==> src/rtl/ats_ram.sv <==
`timescale 1ns / 1ps
`default_nettype none

module ats_ram #(
  parameter int unsigned WIDTH = 8,
  parameter int unsigned DEPTH = 16
) (
  input  wire logic                     clk_i,
  input  wire logic                     we_i,
  input  wire logic [$clog2(DEPTH)-1:0] waddr_i,
  input  wire logic [WIDTH-1:0]         wdata_i,
  input  wire logic [$clog2(DEPTH)-1:0] raddr_i,
  output logic      [WIDTH-1:0]         rdata_o
);

  logic [WIDTH-1:0] mem_q [DEPTH];

  always_ff @(posedge clk_i) begin
    if (we_i) begin
      mem_q[waddr_i] <= wdata_i;
    end
    rdata_o <= mem_q[raddr_i];
  end

endmodule

`default_nettype wire

==> config.mk <==
export PLATFORM = sky130hd
export DESIGN_NAME = ats_ram
export DESIGN_NICKNAME = d
export VERILOG_FILES = /design/src/rtl/ats_ram.sv
export SDC_FILE = /design/constraint.sdc
export NUM_CORES = 1
export LEC_CHECK = 0
export BUFFER_PORTS_ARGS = -buffer_cell sky130_fd_sc_hd__buf_2
export CAP_MARGIN = 15
export CORE_MARGIN = 2
export CORE_UTILIZATION = 35
export CTS_BUF_LIST = sky130_fd_sc_hd__clkbuf_8
export CTS_CLUSTER_DIAMETER = 40
export DETAILED_ROUTE_END_ITERATION = 8
export GPL_TIMING_DRIVEN = 0
export HOLD_SLACK_MARGIN = 0.1
export MAX_ROUTING_LAYER = met4
export PLACE_DENSITY = 0.51
export RECOVER_POWER = 50
export SETUP_SLACK_MARGIN = 0.15
export SYNTH_ARGS = -nofsm -noshare
export SYNTH_HDL_FRONTEND = slang
export SYNTH_SLANG_ARGS = --single-unit
export TNS_END_PERCENT = 50
==> constraint.sdc <==
create_clock -name clk_i -period 1.77 [get_ports clk_i]
set_input_delay 0 -clock clk_i [delete_from_list [all_inputs] [get_ports clk_i]]
set_output_delay 0 -clock clk_i [all_outputs]
set_load 0.05 [all_outputs]
==> qor.csv <==
metric,value,unit
ir_drop,0.760,mV
cp-start-kind,input pin,
finalWeightedCongestion,0.722,
area_delta_synth_final,16.2,%
post_cts_buffers,0,
hpwl,6.67,mm
final_common_cell,edfxtp_1,
drtIter0Drc,212,
ys_seq_area_frac,0.778,
initial_core_util,0.357,
cts_tree,done,
syn_avg_cell_area,22.5,um2
timing.hold.ws,0.155,ns
vias,2427,
netlist_area,5150,um2
drt-pass1-iter-count,5,
nNetsFinal,303,
grt_pass1_vias,2474,
pin_count,26,
rsz0062_at_grt,no,
drc_errors,0,
hold_viol_final,0,
port_buffers,24,
clk_latency,0.43,ns
critical_path.max_fanout,8,
synth_fa_ha_area_frac,0,
rows,44,
synth_compound_area_frac,0.0233,
ant_nets,0,
vias_per_cell,5.04,
syn_inst,229,
cts_root_buf,clkbuf_8,
synthSimpleGateAreaFrac,0.0318,
fmax,636,MHz
period_needed,1.57,ns
routed_wl,10.3,mm
grt_first_pass_wirelength,15.7,mm
antenna_found_initial,0,
p_leak,1.97,nW
synthMuxAreaShare,0.150,
powerDensity,1060,nW/um2
ys_ff_latch,136,
cts.sinks,136,
synthTopCellsByArea,"edfxtp_1 (75%), mux4_2 (7.9%), mux4_1 (7.1%)",
synth_xor_area_frac,0,
worst-slew-pin-transition,0.861,ns
die_h,125,um
layout_common_cells,"edfxtp_1 (128), clkbuf_8 (25), mux4_2 (18), a22oi_1 (16), clkbuf_1 (16)",
slew_headroom,0.424,
n_antenna_cell,0,
yosysTopAreaCellShare,0.747,
ys_types,19,
cts_made_buffers,17,
yosysTopAreaCell,edfxtp_1,
arrival,1.62,ns
total_power,6.34,mW
synth_top_family_by_area,multiplexers,
grt_start_max_net_pins,17,
clk_path_buf_depth,2,
fin_tns_setup,0,ns
core,14400,um2
max_cap_violations,0,
drive_gt1_frac,0.232,
required,1.82,ns
hold_class,in -> reg,
grt_overflow,0,
finalSetupViolCount,0,
min_period_over_period,0.888,
cts_htree_levels,4,
skew,0.00739,ns
synth_nets,247,
wire_per_inst,21.3,um
slew_violations,0,
fp.dieW,125,um
clk_pin_slew,0.07,ns
grt_usage,0.146,
worst-setup-path-type,in -> reg,
yosysWarnings,0,
crit_path_end_kind,flip-flop,
run_status,"complete, no violations",
dieArea,15700,um2
## repair_timing
| action | CTS | global route |
|---|---|---|
| setup endpoints to repair | 0 | 6 |
| gates resized for setup | 0 | 1 |
| endpoints found under the hold margin | 146 | 0 |
| hold buffers | 10 | 0 |
## cell usage after synthesis
cell and count:
a22oi_1 16, and2_1 1, and2b_1 1, buf_2 3
buf_4 1, buf_6 3, clkdlybuf4s25_2 3, dfxtp_1 8
edfxtp_1 128, mux4_1 14, mux4_2 18, nand2_1 9
nand2b_1 2, nand3_1 1, nand3b_1 2, nor2_1 13
nor2b_1 1, nor3_1 4, or3b_2 1
## final cells by class
cell class	instances	area [um2]
fillers	1297	8440
flip-flops and latches	136	4000
repair buffers	37	223
plain buffers	10	86.3
clock buffers	25	344
multi-input cells	83	1060
well taps	184	230
clock inverters	7	28.8
## report_power, final
part | total, mW | switching (mW) | internal (mW)
sequential | 3.62 | 0.0163 | 3.60
combinational | 0.432 | 0.282 | 0.150
clock | 2.29 | 1.05 | 1.24
## kinds of logic (layout without fill, tap and decap cells)
group	Yosys count	after routing
flip-flops	136	136
buffers and inverters	10	79
AO/OA/AOI/OAI	16	16
multiplexers	32	32
AND/OR/NAND/NOR	35	35
## metal layers
layer	wire (um)	vias to the layer above	global-route usage
met5	0	-	-
met4	119	0	0.0471
met3	610	10	0.0513
met2	4870	81	0.211
met1	4660	1255	0.195
li1	-	1081	-
## flip-flops by register name, summed over array words and instances (netlist names)
| name | count |
|---|---|
| mem_q | 128 |
| rdata_o | 8 |
## through the flow
| step | utilization | std cells | cell area [um2] | setup WS, ns |
|---|---|---|---|---|
| 5_1_grt | 0.415 | 482 | 5980 | 0.151 |
| 4_1_cts | 0.416 | 482 | 6000 | 0.202 |
| 3_3_place_gp | 0.381 | 437 | 5500 | -0.346 |
| 6_report | 0.415 | 482 | 5980 | 0.198 |
| 3_5_place_dp | 0.383 | 440 | 5530 | -0.00421 |
| 2_1_floorplan | - | 229 | 5150 | 0.277 |
## final timing paths
check | to | startpoint | slack (ns) | depth (start not counted)
min reg2reg | rdata_o[2] | mem_q[14][2] | 0.68 | 3
max reg2reg | rdata_o[0] | mem_q[1][0] | 0.25 | 3
max | mem_q[9][2] | waddr_i[1] | 0.20 | 4
min | mem_q[0][7] | waddr_i[2] | 0.15 | 3
## worst max-delay path: stages
cell and delay (ns):
dlygate4sd3_1 0.53, buf_2 0.18, nand2b_1 0.22, nor2_1 0.68
Power figures use the tool's default switching activity.
